### config.mk
export PLATFORM = sky130hd
export DESIGN_NAME = gwp_relax_unit
export DESIGN_NICKNAME = d
export VERILOG_FILES = /design/src/sv/gwp_pkg.sv /design/src/sv/gwp_relax_unit.sv
export SDC_FILE = /design/constraint.sdc
export NUM_CORES = 1
export LEC_CHECK = 0
export ABC_AREA = 1
export BUFFER_PORTS_ARGS = -buffer_cell sky130_fd_sc_hd__buf_2
export CAP_MARGIN = 20
export CORE_AREA = 2 2 91 93
export DETAILED_ROUTE_END_ITERATION = 10
export DIE_AREA = 0 0 93 95
export PLACE_DENSITY = 0.76
export SETUP_SLACK_MARGIN = 0.15
export SLEW_MARGIN = 20
export SYNTH_ARGS = -nofsm -noshare
export SYNTH_HDL_FRONTEND = slang
export SYNTH_SLANG_ARGS = --single-unit
### constraint.sdc
create_clock -name aclk -period 2.8 [get_ports aclk]
set_input_delay 0.14 -clock aclk [delete_from_list [all_inputs] [get_ports aclk]]
set_output_delay 0.14 -clock aclk [all_outputs]
set_load 0.02 [all_outputs]
### src/sv/gwp_pkg.sv
package gwp_pkg;

    localparam int DEF_MAX_ROWS    = 64;
    localparam int DEF_MAX_COLS    = 64;
    localparam int DEF_VALUE_WIDTH = 16;

    localparam int CFG_WIDTH   = 7;
    localparam int IN_WIDTH    = 16;
    localparam int OUT_WIDTH   = 16;
    localparam int APB_WIDTH   = 32;
    localparam int PADDR_WIDTH = 3;

    localparam logic REG_ROW_COUNT    = 1'b0;
    localparam logic REG_COLUMN_COUNT = 1'b1;

    typedef enum logic [3:0] {
        ST_LOAD,
        ST_CLEAR,
        ST_RD_SELF,
        ST_RD_UP,
        ST_RD_DN,
        ST_RD_LF,
        ST_RD_RT,
        ST_WAIT,
        ST_WRITE,
        ST_OUT_RD,
        ST_OUT
    } gwp_state_t;

    typedef struct packed {
        logic load_self;
        logic take_nbr;
    } gwp_unit_ctl_t;

endpackage

### src/sv/gwp_relax_unit.sv
module gwp_relax_unit import gwp_pkg::*; #(
    parameter int VALUE_WIDTH = DEF_VALUE_WIDTH
) (
    input  logic                   aclk,
    input  gwp_unit_ctl_t          ctl,
    input  logic                   cell_ok,
    input  logic                   top_cell,
    input  logic                   nbr_ok,
    input  logic [VALUE_WIDTH-1:0] rd_cell,
    input  logic [VALUE_WIDTH-1:0] rd_best,
    output logic [VALUE_WIDTH-1:0] self_best,
    output logic [VALUE_WIDTH-1:0] new_best,
    output logic                   improve
);

    logic [VALUE_WIDTH-1:0] self_cell_reg, self_cell_next;
    logic [VALUE_WIDTH-1:0] self_best_reg, self_best_next;
    logic [VALUE_WIDTH-1:0] acc_reg, acc_next;
    logic [VALUE_WIDTH-1:0] cand;

    always_comb begin
        self_cell_next = self_cell_reg;
        self_best_next = self_best_reg;
        acc_next       = acc_reg;
        if (ctl.load_self) begin
            self_cell_next = cell_ok ? rd_cell : '0;
            self_best_next = rd_best;
            acc_next       = top_cell ? '1 : '0;
        end else if (ctl.take_nbr && nbr_ok && (rd_best > acc_reg)) begin
            acc_next = rd_best;
        end
    end

    always_ff @(posedge aclk) begin
        self_cell_reg <= self_cell_next;
        self_best_reg <= self_best_next;
        acc_reg       <= acc_next;
    end

    assign cand      = (self_cell_reg < acc_reg) ? self_cell_reg : acc_reg;
    assign improve   = cand > self_best_reg;
    assign new_best  = improve ? cand : self_best_reg;
    assign self_best = self_best_reg;

endmodule

==> metrics <==
clk slew on worst S/H paths approximately 0.10 ns; Die ar. 8840 µm²; largest net degree at the start of global routing 20; Final Net Count slightly below 700; Placed Cells 659; root buffer cell clkbuf_8; pre-CTS setup slack -0.582 ns; Core ar. between 7000 and 8000 µm²; Rows 33; status finished with violations; critical path arrival approximately 3.6 ns; Overflow after GRT 0; area grow syn2layout 63.8%; failing checks negative setup slack; CP max stage cell edfxtp_1; drt total wl between 10000 and 15000 µm; wire per inst approximately 18 µm; Crit Path Max Fanout 5; Starting Density 0.437; Vias 3763; CTS tree built; Mapped Cells approximately 420; max_cap viols 0; Critical Path Max Stage Delay 0.39 ns; hold crit path type primary input to register; crit share post-route 1.33; H-tree levels 2; Seq/Total Area, Yosys 0.416; most frequently used flop master after synthesis edfxtp_1; Synth cell types 21; CTS Buf Count 5; Max Fclk approximately 270 MHz; net count after synthesis roughly 510; DRC viols 0; worst slew pin tran 0.526 ns; Clock Tree Buf Depth 2; CP Class register to primary output; CTS Sinks 48; max-slew violation count 0; I/O Pins 71; antenna cells 0; Tot Pwr 3.42 mW; Die Wd roughly 93 µm; hold_buf cts 0; max_slew headroom 0.649; DR vias/cell 5.37; ys async rst share 0; synth warn 0; Peak VDD IR 0.282 mV; Setup Viol. Count Final 17; global-route wire length before repair roughly 19000 µm; RSZ-0062 raised after global routing yes; initial antenna violation count 1; startpoint types register; Yosys reg bits 48; share of cells above drive strength 1 0.487; LEAKAGE about 2.9 nW; Hold WS 0.0156 ns; post-route cell area 5670 µm²; chip height about 95 µm; Finished Layout Cells ~700; Final Util 0.715; vias in the first global route approximately 3800; CP Cell Sequence inv_1, ha_4, a21oi_1, o21ai_1, nor2_4, buf_4, nand3_1, and2_1, ha_1, nand2_1, nor2_2, nand2_2, inv_2, nand2_2, a21oi_4, buf_12, buf_12, nand3_4, nand2_4, buf_6; average size of a mapped cell ~8.2 µm²; Worst-Skew Late Latency roughly 0.32 ns; Post-DRT Antenna Nets 0; min setup slack post-route -0.922 ns; pwr/cell area roughly 600 nW/µm²; Worst setup EP type primary output; setup TNS -15.09 ns; number of synthesized flops with an enable pin between 40 and 50; PortBufs 70; Area after DPL between 4000 and 5000 µm²; detailed placement HPWL 7370 µm; Cell Area, Synth 3460 µm²; All-Layer GR Usage 0.271; GP Congestion slightly above 0.9; critical path required time between 2 and 3 ns; DRT iter0 DRCs roughly 250; 1st-pass router iterations 5; Clock Skew 0.0211 ns; endpoints failing hold 0; fin crit period ~3.7 ns
## kinds of logic (layout without fill, tap and decap cells)
family / after synthesis / count (layout) / share of synthesized area
AOI/OAI and AO/OA: 33 / 33 / 0.0538
adders and majority gates: 47 / 47 / 0.170
buffers and inverters: 89 / 260 / 0.104
DFF: 48 / 48 / 0.416
and+or+nand+nor: 207 / 208 / 0.256
## cells in the mapped netlist (all sizes together), types with 2 or more instances
| cell type | instances | area share |
|---|---|---|
| a21oi | 22 | 0.035 |
| and2 | 15 | 0.027 |
| buf | 5 | 0.013 |
| clkbuf | 4 | 0.0043 |
| edfxtp | 48 | 0.42 |
| ha | 47 | 0.17 |
| inv | 80 | 0.087 |
| nand2 | 141 | 0.16 |
| nand3 | 36 | 0.052 |
| nand4 | 3 | 0.0054 |
| nor2 | 12 | 0.016 |
| o21a | 2 | 0.0043 |
| o21ai | 8 | 0.012 |
## critical path: cells and delay by family, from the launching register on
| kind | cells | cell delay, ns |
|---|---|---|
| flip-flops | 1 | 0.39 |
| AND/OR/NAND/NOR | 9 | 1.00 |
| buffers and inverters | 6 | 0.80 |
| AO/OA/AOI/OAI | 3 | 0.59 |
| adder cells (fa/ha/maj) | 2 | 0.50 |
## layout make-up
type                            count  area [µm²]
Tap cell                          105         131
Timing Repair Buffer              173        1340
Inverter                           80         308
Clock buffer                        5        68.8
Fill cell                         518        2260
Sequential cell                    48        1440
Clock inverter                      2        60.1
Multi-Input combinational cell    288        2320
## report_power, final
| group | internal, mW | switching [mW] |
|---|---|---|
| sequential | 0.860 | 0.0453 |
| combinational | 0.920 | 0.985 |
| clock | 0.352 | 0.255 |
## worst paths after layout
path	slack [ns]	end	depth (start not counted)	start
setup reg to reg	0.50	acc_reg[6]	12	acc_reg[13]
setup / recovery	-0.92	new_best[8]	20	acc_reg[13]
hold / removal	0.02	self_best[0]	1	rd_best[0]
hold reg to reg	1.41	acc_reg[14]	7	acc_reg[0]
## cell usage in the layout (no fill, tap or decap), types with 6 or more instances in the layout
cell | Yosys | layout
a21oi_1 | 21 | 17
and2_4 | 0 | 10
buf_2 | 2 | 53
buf_4 | 0 | 95
buf_6 | 3 | 16
edfxtp_1 | 48 | 48
ha_1 | 47 | 32
ha_4 | 0 | 15
inv_1 | 79 | 76
nand2_1 | 138 | 97
nand2_2 | 3 | 27
nand2_4 | 0 | 15
nand3_1 | 36 | 11
nand3_2 | 0 | 17
nand3_4 | 0 | 8
nor2_1 | 10 | 6
## per-layer routing
metal | global-route usage | vias up | wire (µm)
met3 | 0.0519 | 78 | 785
met5 | 0 | - | 13
met4 | 0.147 | 2 | 767
li1 | - | 1709 | -
met1 | 0.308 | 1751 | 4920
met2 | 0.482 | 223 | 6220
## what timing repair did
item,4_1_cts,5_1_grt
gates resized for setup,103,47
gates cloned,3,0
pin swaps,34,35
setup endpoints to repair,17,17
buffers inserted,24,8
Note: power is estimated with default switching activity, not from simulation.
